File: src/rtl/lpg_pkg.sv
// shared constants and types of the line pixel generator
package lpg_pkg;

   // image size registers
   localparam int DIM_BITS = 7;
   localparam logic [DIM_BITS-1:0] DIM_RESET = 7'd64;

   typedef logic [DIM_BITS-1:0] dim_type;
   typedef logic [0:0]          csr_addr_type;

   // register indexes
   localparam csr_addr_type REG_IMAGE_WIDTH  = 1'b0;
   localparam csr_addr_type REG_IMAGE_HEIGHT = 1'b1;

endpackage

File: src/rtl/line_pixel_generator_top.sv
// line pixel generator: walks a line between two endpoints, one pixel per transfer
//
// Usage:
//   req channel: one transfer carries a line request (start point, end point, color).
//   rsp channel: n+1 pixel transfers follow, n being the longer of |dx| and |dy|;
//   tlast marks the final pixel, which is always the end point, and tuser carries
//   the visible flag (pixel inside the image width and height registers).
//   csr port: write enable, index 0 image width, index 1 image height; write only
//   while no line is in progress.
// Sequence:
//   a request passes through an accept (idle) state and a setup state; the emit
//   state then offers the pixels in turn, stepping only on a pixel transfer. Each
//   pixel after the first comes from one pass of the shared add/compare step unit
//   (remainder accumulate against n). rsp_tvalid rises when the setup state that
//   follows the request transfer gives way to the emit state. req_tready is high
//   only while no line is in progress.
// Reset:
//   synchronous; the block returns to idle, drops rsp_tvalid and both image size
//   registers return to 64.
// Stall:
//   while rsp_tready is low the current pixel is held unchanged and stepping stops.
module line_pixel_generator_top #(
   parameter int COORD_BITS = 6
) (
   input  logic clock,
   input  logic reset,
   // request channel
   input  logic req_tvalid,
   output logic req_tready,
   // start_x, start_y, end_x, end_y, pixel_color, zero fill
   input  logic [((4*COORD_BITS+32+7)/8)*8-1:0] req_tdata,
   // result channel
   output logic rsp_tvalid,
   input  logic rsp_tready,
   // pixel_x, pixel_y, out_color, zero fill
   output logic [((2*COORD_BITS+32+7)/8)*8-1:0] rsp_tdata,
   // visible
   output logic rsp_tuser,
   output logic rsp_tlast,
   // configuration port
   input  logic                  csr_wen,
   input  lpg_pkg::csr_addr_type csr_addr,
   input  lpg_pkg::dim_type      csr_wdata
);
   import lpg_pkg::*;

   localparam int RSP_W = ((2*COORD_BITS+32+7)/8)*8;
   localparam int CMP_W = (COORD_BITS > DIM_BITS) ? COORD_BITS : DIM_BITS;
   localparam int C     = COORD_BITS;

   localparam logic [1:0] ST_IDLE  = 2'd0;
   localparam logic [1:0] ST_SETUP = 2'd1;
   localparam logic [1:0] ST_EMIT  = 2'd2;

   logic [1:0] state_ff, state_in;

   // latched request
   logic [C-1:0] sx_ff, sy_ff, ex_ff, ey_ff;
   logic [31:0]  color_ff;

   // walk control
   logic         y_major_ff, y_major_in;
   logic         dmin_neg_ff, dmin_neg_in;
   logic         dmaj_neg_ff, dmaj_neg_in;
   logic [C-1:0] n_ff, n_in;
   logic [C-1:0] adm_ff, adm_in;
   logic [C-1:0] k_ff, k_in;
   logic [C-1:0] r_ff, r_in;
   logic [C-1:0] minor_ff, minor_in;
   logic [C-1:0] major_ff, major_in;
   logic         last_ff, last_in;

   // image size registers
   dim_type width_ff, height_ff;

   // setup arithmetic
   logic signed [C:0] dx, dy;
   logic [C-1:0]      adx, ady;
   logic              y_major_set;

   // step unit
   logic [C:0]   r_sum;
   logic         carry;
   logic [C-1:0] k_next;

   logic         rsp_xfer;
   logic [C-1:0] pix_x, pix_y;

   assign req_tready = (state_ff == ST_IDLE);
   assign rsp_tvalid = (state_ff == ST_EMIT);
   assign rsp_xfer   = rsp_tvalid && rsp_tready;

   // deltas and major axis choice
   always_comb begin
      dx  = $signed({1'b0, ex_ff}) - $signed({1'b0, sx_ff});
      dy  = $signed({1'b0, ey_ff}) - $signed({1'b0, sy_ff});
      adx = dx[C] ? C'(-dx) : C'(dx);
      ady = dy[C] ? C'(-dy) : C'(dy);
      y_major_set = ady > adx;
   end

   // remainder accumulate: floor(k*|dmin|/n) advances by at most one per step
   always_comb begin
      r_sum  = {1'b0, r_ff} + {1'b0, adm_ff};
      carry  = r_sum >= {1'b0, n_ff};
      k_next = k_ff + 1'b1;
   end

   // sequencer
   always_comb begin
      state_in    = state_ff;
      y_major_in  = y_major_ff;
      dmin_neg_in = dmin_neg_ff;
      dmaj_neg_in = dmaj_neg_ff;
      n_in        = n_ff;
      adm_in      = adm_ff;
      k_in        = k_ff;
      r_in        = r_ff;
      minor_in    = minor_ff;
      major_in    = major_ff;
      last_in     = last_ff;
      case (state_ff)
         ST_IDLE: begin
            if (req_tvalid) begin
               state_in = ST_SETUP;
            end
         end
         ST_SETUP: begin
            y_major_in  = y_major_set;
            n_in        = y_major_set ? ady : adx;
            adm_in      = y_major_set ? adx : ady;
            dmin_neg_in = y_major_set ? dx[C] : dy[C];
            dmaj_neg_in = y_major_set ? dy[C] : dx[C];
            minor_in    = y_major_set ? sx_ff : sy_ff;
            major_in    = y_major_set ? sy_ff : sx_ff;
            k_in        = '0;
            r_in        = '0;
            last_in     = (y_major_set ? ady : adx) == '0;
            state_in    = ST_EMIT;
         end
         ST_EMIT: begin
            if (rsp_xfer) begin
               if (last_ff) begin
                  state_in = ST_IDLE;
               end else begin
                  k_in     = k_next;
                  r_in     = carry ? C'(r_sum - {1'b0, n_ff}) : C'(r_sum);
                  if (carry) begin
                     minor_in = dmin_neg_ff ? minor_ff - 1'b1 : minor_ff + 1'b1;
                  end
                  major_in = dmaj_neg_ff ? major_ff - 1'b1 : major_ff + 1'b1;
                  last_in  = (k_next == n_ff);
               end
            end
         end
         default: begin
            state_in = ST_IDLE;
         end
      endcase
   end

   // control registers
   always_ff @(posedge clock) begin
      if (reset) begin
         state_ff <= ST_IDLE;
      end else begin
         state_ff <= state_in;
      end
   end

   // walk datapath registers
   always_ff @(posedge clock) begin
      y_major_ff  <= y_major_in;
      dmin_neg_ff <= dmin_neg_in;
      dmaj_neg_ff <= dmaj_neg_in;
      n_ff        <= n_in;
      adm_ff      <= adm_in;
      k_ff        <= k_in;
      r_ff        <= r_in;
      minor_ff    <= minor_in;
      major_ff    <= major_in;
      last_ff     <= last_in;
   end

   // request latch on transfer
   always_ff @(posedge clock) begin
      if (req_tvalid && req_tready) begin
         sx_ff    <= req_tdata[C-1:0];
         sy_ff    <= req_tdata[2*C-1:C];
         ex_ff    <= req_tdata[3*C-1:2*C];
         ey_ff    <= req_tdata[4*C-1:3*C];
         color_ff <= req_tdata[4*C+31:4*C];
      end
   end

   // image size registers
   always_ff @(posedge clock) begin
      if (reset) begin
         width_ff  <= DIM_RESET;
         height_ff <= DIM_RESET;
      end else if (csr_wen) begin
         case (csr_addr)
            REG_IMAGE_WIDTH:  width_ff  <= csr_wdata;
            REG_IMAGE_HEIGHT: height_ff <= csr_wdata;
            default: begin
            end
         endcase
      end
   end

   // result packing
   assign pix_x     = y_major_ff ? minor_ff : major_ff;
   assign pix_y     = y_major_ff ? major_ff : minor_ff;
   assign rsp_tdata = RSP_W'({color_ff, pix_y, pix_x});
   assign rsp_tlast = last_ff;
   assign rsp_tuser = (CMP_W'(pix_x) < CMP_W'(width_ff)) &&
                      (CMP_W'(pix_y) < CMP_W'(height_ff));

endmodule

File: config.mk
export PLATFORM = sky130hd
export DESIGN_NAME = line_pixel_generator_top
export DESIGN_NICKNAME = d
export VERILOG_FILES = /design/src/rtl/lpg_pkg.sv /design/src/rtl/line_pixel_generator_top.sv
export SDC_FILE = /design/constraint.sdc
export NUM_CORES = 1
export LEC_CHECK = 0
export BUFFER_PORTS_ARGS = -buffer_cell sky130_fd_sc_hd__buf_2
export CAP_MARGIN = 30
export CORE_UTILIZATION = 40
export DETAILED_ROUTE_END_ITERATION = 16
export MAX_ROUTING_LAYER = met4
export PLACE_DENSITY_LB_ADDON = 0.12
export SETUP_SLACK_MARGIN = 0.4
export SLEW_MARGIN = 20
export SYNTH_ARGS = -nofsm -noshare
export SYNTH_HDL_FRONTEND = slang
export SYNTH_SLANG_ARGS = --single-unit
File: constraint.sdc
create_clock -name clock -period 5.7 [get_ports clock]
set_input_delay 1.71 -clock clock [delete_from_list [all_inputs] [get_ports clock]]
set_output_delay 1.71 -clock clock [all_outputs]
set_load 0.02 [all_outputs]
# After elaboration in Yosys (flattened, before gate mapping)
# Cells that the tools add are included.
# totals
reg_bits	112
inputBits	69
out_inout_bits	52
wordCells	87
# classes
addsub	11
n_lt_le_gt_ge	4
n_eq_ne	8
mux	33
bitwise_logic	1
n_reduce_logical	12
# op_table
op	count
6-bit two-way mux	20
6-bit one-hot mux with 2 select lines	4
6-bit by 1-bit adder with 6-bit output, second input constant	3
6-bit by 7-bit < comparator with 1-bit output	2
6-bit by 6-bit subtractor with 7-bit output	2
6-bit negator	2
6-bit by 1-bit subtractor with 6-bit output, second input constant	2
6-bit by 6-bit adder with 7-bit output	1
7-bit by 6-bit >= comparator with 1-bit output	1
6-bit equality test	1
6-bit > comparator	1
6-bit logical NOT	1
2-bit two-way mux	3
2-bit by 1-bit inequality test with 1-bit output, second input constant	3
2-bit one-hot mux with 3 select lines	1
2-bit AND reduction	3
3-bit AND reduction	2
6-bit subtractor	1
1-bit two-way mux	4
2-bit inequality test, second input constant	2
4-bit AND reduction	1
1-bit logical AND	3
2-bit by 1-bit equality test with 1-bit output, second input constant	1
2-bit equality test, second input constant	1
other kinds (4)	4

# Depth between registers and ports, before layout
# Gate-level depths: netlist of the first run.
# logic_depth
word_depth	7
depth_mapped	19
depth_no_buf	17

# Worst setup path after synthesis of the first run
# OpenSTA, ideal clock, no wires.
# synth_path
kind	register to output
startpoint	register y_major_ff
endpoint	output rsp_tuser
t_arrival_ps	2408
setup_slack_ps	1582
path_stages_with_launch	10
path_cell_list	edfxtp_1 > clkbuf_1 > o21ai_0 > ha_1 > o21ai_0 > a21boi_0 > o21a_1 > o21ai_0 > a211oi_1 > nor2_1
# synth_between
elab_chain_len	3
elab_cells_between_ends	5
# synth_rtl
element	line	source
from (decl)	line_pixel_generator_top.sv:62	logic y_major_ff, y_major_in;
from (signal assigned)	line_pixel_generator_top.sv:173	y_major_ff <= y_major_in;
6-bit two-way mux	line_pixel_generator_top.sv:212	assign pix_x = y_major_ff ? minor_ff : major_ff;
named net rsp_tdata[1]	line_pixel_generator_top.sv:36	output logic [((2*COORD_BITS+32+7)/8)*8-1:0] rsp_tdata,
6-bit by 7-bit < comparator with 1-bit output	line_pixel_generator_top.sv:216	assign rsp_tuser = (CMP_W'(pix_x) < CMP_W'(width_ff)) &&
1-bit logical AND	line_pixel_generator_top.sv:216	
to (decl)	line_pixel_generator_top.sv:38	output logic rsp_tuser,
# The timed path passes the listed nets, and every way through them passes these cells.

# Worst setup path in the final report of the first run
# layout_path
startpoint	register sx_ff[0]
endpoint	register last_ff, in the netlist rsp_tlast (data pin)
# layout_between
elab_chain_len	7
# layout_rtl
element	line	source
from (decl)	line_pixel_generator_top.sv:58	logic [C-1:0] sx_ff, sy_ff, ex_ff, ey_ff;
from (signal assigned)	line_pixel_generator_top.sv:188	sx_ff <= req_tdata[C-1:0];
6-bit by 6-bit subtractor with 7-bit output *	line_pixel_generator_top.sv:95	dx = $signed({1'b0, ex_ff}) - $signed({1'b0, sx_ff});
6-bit negator	line_pixel_generator_top.sv:97	adx = dx[C] ? C'(-dx) : C'(dx);
6-bit two-way mux *	line_pixel_generator_top.sv:97	
6-bit > comparator	line_pixel_generator_top.sv:99	y_major_set = ady > adx;
6-bit two-way mux *	line_pixel_generator_top.sv:138	last_in = (y_major_set ? ady : adx) == '0;
6-bit logical NOT *	line_pixel_generator_top.sv:138	
1-bit one-hot mux with 2 select lines *	line_pixel_generator_top.sv:122	case (state_ff)
named net last_in	line_pixel_generator_top.sv:71	logic last_ff, last_in;
to (signal assigned)	line_pixel_generator_top.sv:182	last_ff <= last_in;
to (decl)	line_pixel_generator_top.sv:71	
# The timed path passes the listed nets; every way through them passes the cells marked *.
# A chain may end at the register's enable or synchronous reset.

==> results of run 1 <==
==> per-stage QoR <==
stage                     utilization [%]  hold slack, ps  total power [mW]
after global routing                 47.7             478              3.23
after global placement               45.9             447              2.38
final                                47.7             456              3.00
after floorplan                         -             430              2.08
after CTS                            47.7             460              3.03
after detailed placement             45.9             450              2.40
==> metal layers <==
layer	up-vias	track usage, %
met2	113	27.5
met1	2130	24.2
li1	2365	-
met5	-	-
met4	0	3.81
met3	11	4.05
==> synthesized netlist by cell type, types with 3 or more instances <==
library cell	count	share of area [%]
nor3_1	7	0.54
nor2_1	51	2.9
xnor2_1	18	2.4
ha_1	51	9.8
a211oi_1	15	1.7
nand2b_1	7	0.67
a211o_1	4	0.54
and2_1	4	0.39
a21boi_0	5	0.58
o21ai_0	22	1.7
o21bai_1	4	0.46
o21a_1	5	0.58
edfxtp_1	96	44
buf_1	3	0.17
buf_2	4	0.31
nor2b_1	7	0.67
nand3_1	17	1.3
nor3b_1	3	0.35
a21oi_1	47	3.6
fa_1	6	1.9
nand2_1	32	1.9
and3_1	5	0.48
xor2_1	16	2.2
clkbuf_1	9	0.52
dfxtp_1	16	4.9
inv_1	59	3.4
mux2i_1	9	1.4
buf_4	4	0.46
a21o_1	8	0.93
mux2_2	13	2.3
==> flip-flops by register name (all words and copies together), names as in the netlist <==
name,cells
color_ff,32
height_ff,7
width_ff,7
adm_ff,6
ex_ff,6
ey_ff,6
k_ff,6
major_ff,6
minor_ff,6
n_ff,6
r_ff,6
sx_ff,6
sy_ff,6
state_ff,2
dmaj_neg_ff,1
dmin_neg_ff,1
rsp_tlast,1
y_major_ff,1
==> where the power goes <==
| part | leakage (nW) | internal [mW] | switching [mW] |
|---|---|---|---|
| Combinational | 2.01 | 0.514 | 0.768 |
| Sequential | 1.04 | 1.04 | 0.0621 |
| Clock | 0.140 | 0.308 | 0.315 |
| Total | 3.19 | 1.86 | 1.14 |
==> cells by family after synthesis <==
| group | after synthesis | share of synthesized area (%) |
|---|---|---|
| and+or+nand+nor | 147 | 11.0 |
| AOI/OAI and AO/OA | 138 | 14.4 |
| DFF | 112 | 49.4 |
| buffers and inverters | 82 | 5.07 |
| adders and majority gates | 57 | 11.7 |
| xor gates and xnor gates | 35 | 4.84 |
| muxes | 22 | 3.64 |
| other | 1 | 0.0578 |
==> cells in the final DEF (no fill, tap or decap), drive strengths merged, types with 3 or more instances in the layout <==
cell type  instances
clkinv             3
mux2              13
a21o               8
xnor2             18
buf              121
a21oi             47
a21boi             5
mux2i              9
a2111oi            3
o21ai             25
edfxtp            96
nand2             32
o21a               5
ha                51
and3               5
nor2b              7
and2               4
inv               64
nand2b             7
fa                 6
clkbuf             9
nor3               8
nor2              51
o21bai             4
a211oi            16
nor3b              3
a211o              4
xor2              17
conb               4
dfxtp             16
nand3             17
==> worst paths after layout <==
path / start / end / slack [ps] / cells past startpoint
setup reg to reg: sx_ff[0] / rsp_tlast / 1260 / 15
hold / removal: height_ff[0] / height_ff[0] / 460 / 2
hold reg to reg: height_ff[0] / height_ff[0] / 460 / 2
setup / recovery: sx_ff[0] / rsp_tlast / 1260 / 15
==> critical path, cell delays in order (launching register included) <==
cell	delay [ps]
edfxtp_1	420
ha_1	240
fa_1	420
nand2b_1	190
a21oi_1	280
mux2_2	380
o221a_2	230
a21oi_1	230
ha_1	290
o21ai_0	140
nor2_1	60
o32a_1	350
buf_4	270
a2111oi_0	460
o221ai_1	180
o21ai_1	130
==> area by class of cell <==
type	instances	area, µm²	share of cell area, %
clock buffers	9	225	2.97
flip-flops and latches	112	3200	42.3
multi-input cells	403	2970	39.2
well taps	216	270	3.57
repair buffers	121	618	8.16
clock inverters	7	62.6	0.825
inverters	61	229	3.02
==> run summary, run 1 <==
# clock sinks = 112
Endpoints failing hold = 0
Area after DPL = 7290 µm²
Ys async rst share = 0%
Iteration-0 DRC Markers = 185
Number of unique standard cell types used by synthesis = 67
Mean post-synth cell area = 10.9 µm²
Total routed wirelength = 14.0 mm
Die area = 16700 µm²
DR WL met2 = 6.42 mm
Startpoint Class = flip-flop
Root buffer cell = clkbuf_16
Initial antenna violation count = 0
Die height = 129 µm
Clk slew on worst S/H paths = 70 ps
Final period util = 77.8%
Vias in the first global route = 4416
Synthesized area = 6490 µm²
Total gr overflow = 0
Synth Instances = 594
Cells after DPL = 913
Dpl hpwl = 10.9 mm
Sequential area share after synthesis = 49.4%
Type of the worst min-delay path = reg -> reg
Num CTS Buffers = 9
Die W = 129 µm
WS Path Type = reg -> reg
Filler cells = 1492
Final-report setup violation count = 0
Fin. max-slew vios = 0
Port bufs = 116
Max_cap viols = 0
Run status = completed
Min Tclk post-route = 4440 ps
Rel. slew slack = 45.9%
Vias per cell = 4.97
CP Data Required Time = 5910 ps
Design area = 7580 µm²
Fmax = 225 MHz
Drc violations = 0
CTS tree = done
Post-route setup TNS = 0 ps
Final nets = 834
Setup ws final = 1260 ps
Largest buffer count on any clock path = 2
Top_reg_cell synth = edfxtp_1
I/O pin cnt = 121
Pre-antenna DRT Iters = 4
Wire length per cell = 15.0 µm
Initial Util = 40.9%
GRT Total Usage = 17.9%
Worst setup EP type = flip-flop
P&R area growth vs syn = 16.8%
Core area = 15900 µm²
Worst-margin pin slew = 810 ps
# hold bufs at CTS = 0
Maximum VDD drop = 0.194 mV
ANT nets after route = 0
Synth warn = 0
Top routing layer in use = met4
Pin count of the biggest net entering global routing = 53
CTS resizes = 0
Cell Rows = 46
WL met1 = 6.80 mm
N_diodes = 0
Final Wtd Congestion = 0.853
#FFs+latches synth = 112
Met3 wire len = 642 µm
Post-synth EDFFs = 96
Post-place setup slack = 1370 ps
P per Cell Area = 396 nW/µm²
CP arrival = 4650 ps
Post-CTS Setup Repair Bufs = 0
First-pass GRT wire length = 22.3 mm
Worst Skew = 9.97 ps
Leakage = 3.19 nW
Peak fanout along the critical path = 45
Vias = 4619
Worst-Skew Late Latency = 360 ps
CTS H-tree lvls = 3
Layout cells sized above 1 = 22.9%
Post-Layout Cell Count = 929
RSZ-0062 raised after global routing = no
No activity file was read; power rests on OpenSTA's default activity.
==> run 2, diff against run 1 <==
Settings changed: ABC_AREA from default to 1.
Clock period 5.7 ns to 4 ns, I/O delays scaled along.
==> run summary, run 2 <==
Run status = completed
CP Data Required Time = 4120 ps
P&R area growth vs syn = 22.1%
Sequential area share after synthesis = 49.5%
Ys async rst share = 0%
Total routed wirelength = 14.6 mm
Fmax = 286 MHz
Top_reg_cell synth = edfxtp_1
Rel. slew slack = 44.9%
# hold bufs at CTS = 0
ANT nets after route = 0
Iteration-0 DRC Markers = 290
CTS tree = done
Worst Skew = 12.1 ps
Overall power = 4.40 mW
WS Path Type = reg -> reg
Worst-Skew Late Latency = 370 ps
Synthesized area = 6470 µm²
Maximum VDD drop = 0.301 mV
Num CTS Buffers = 9
#FFs+latches synth = 112
Worst-margin pin slew = 824 ps
Leakage = 3.65 nW
Met3 wire len = 671 µm
WL met1 = 7.02 mm
Biggest register = color_ff
Post-Synth Simple-Gate Area = 17.4%
Most common cell after layout, fill and taps aside = nand2_1
Top area cells in the synthesized netlist = edfxtp_1 45%, ha_1 9.9%, nand2_1 8.1%
Die W = 129 µm
Post-route setup TNS = 0 ps
Mean post-synth cell area = 9.18 µm²
Pre-antenna DRT Iters = 5
Initial Util = 40.9%
Min Tclk post-route = 3500 ps
Port bufs = 116
Final nets = 967
Final-report setup violation count = 0
Vias per cell = 4.74
Die height = 129 µm
Cells after DPL = 1027
CTS H-tree lvls = 3
Most frequent cells in the layout = 136 x nand2_1, 115 x buf_2, 104 x inv_1
Vias = 5035
Largest buffer count on any clock path = 2
Number of unique standard cell types used by synthesis = 39
Layout cells sized above 1 = 24.1%
Post-synth top area cell = edfxtp_1
Largest registers = color_ff x32, height_ff x7, width_ff x7
Post-synth EDFFs = 96
Die area = 16700 µm²
Synth Area in Adders = 11.7%
Post-Layout Cell Count = 1062
Drc violations = 0
Fin. max-slew vios = 0
Top cell type's share of synthesized area = 44.5%
Worst setup EP type = flip-flop
CP arrival = 3620 ps
Top routing layer in use = met4
Peak fanout along the critical path = 7
First-pass GRT wire length = 22.8 mm
I/O pin cnt = 121
Dpl hpwl = 11.2 mm
# clock sinks = 112
Compound-cell area share of the yosys netlist = 10.2%
Max reg flops = 32
GRT Total Usage = 18.3%
Clk slew on worst S/H paths = 80 ps
Vias in the first global route = 4709
Cell Rows = 46
Initial antenna violation count = 0
Synth warn = 0
Wire length per cell = 13.7 µm
DR WL met2 = 6.72 mm
Final period util = 87.4%
Pin count of the biggest net entering global routing = 29
Type of the worst min-delay path = reg -> reg
RSZ-0062 raised after global routing = yes
Largest family of logic cells by synthesized area = simple AND/OR/NAND/NOR gates
Post-Synth XOR/XNOR Area = 2.84%
Root buffer cell = clkbuf_16
Total gr overflow = 0
Final Wtd Congestion = 0.876
Endpoints failing hold = 0
Startpoint Class = flip-flop
Core area = 15800 µm²
Max_cap viols = 0
Most instantiated library cell after synthesis = nand2_1
Synth cell count leaders = 140 x nand2_1, 106 x inv_1, 96 x edfxtp_1, 55 x o21ai_0, 51 x ha_1
Synth Instances = 705
Mux cell area share after synthesis = 0%
P per Cell Area = 557 nW/µm²
N_diodes = 0
[run 2: per-stage QoR]
step | setup WS [ps] | hold slack, ps | utilization [%] | instance area (µm²)
global route | 359 | 496 | 50.0 | 7910
floorplan | 499 | 429 | - | 6490
finish | 504 | 465 | 50.0 | 7910
CTS | 435 | 466 | 48.2 | 7630
global placement | 484 | 443 | 46.0 | 7280
detailed placement | 380 | 455 | 46.0 | 7280
[run 2: path summary, 6_finish.rpt]
kind / from / slack [ps] / end / cells past startpoint
setup reg to reg: sx_ff[0] / 500 / rsp_tlast / 21
setup / recovery: sx_ff[0] / 500 / rsp_tlast / 21
hold / removal: height_ff[4] / 460 / height_ff[4] / 2
hold reg to reg: height_ff[4] / 460 / height_ff[4] / 2
[run 2: cell type report]
type	count	area, µm²
clock inverter	7	98.8
fill	1468	7920
sequential	112	3200
timing repair buffer	140	815
multi-input combinational	465	2860
clock buffer	9	225
inverter	113	437
tap	216	270
[run 2: where the power goes]
part | switching [mW] | internal, mW | total, mW
registers | 0.0716 | 1.46 | 1.53
clock network | 0.493 | 0.461 | 0.954
logic | 1.12 | 0.792 | 1.91
[run 2: layer usage]
metal | GRT usage, % | vias up
met4 | 5.12 | 0
met5 | - | -
met1 | 24.1 | 2281
met3 | 3.67 | 16
met2 | 28.4 | 119
li1 | - | 2619
[run 2: worst max-delay path, stage by stage, from the launching register on]
cell,delay [ps]
edfxtp_1,470
ha_4,210
fa_2,540
ha_2,170
inv_1,50
a21oi_1,110
nand3_1,110
nand2_1,70
nand2_1,60
nand2_1,80
inv_2,50
ha_4,260
nand2_1,60
nor2_2,140
nand3_2,170
nand2_8,160
clkinv_8,70
buf_4,140
nand3_1,80
nand2_1,100
nand3_1,100
nand2_1,50
[run 2: cells by family after synthesis]
logic type,after synthesis
other,1
AO/OA/AOI/OAI,120
AND/OR/NAND/NOR,262
adder cells (fa/ha/maj),57
buffers and inverters,132
flip-flops,112
XOR/XNOR,21
[run 2: what timing repair did]
item,CTS,global route
pin swaps,0,9
setup buffers,2,14
gates cloned,0,3
resized for setup,3,34
endpoints found under the setup margin,2,26
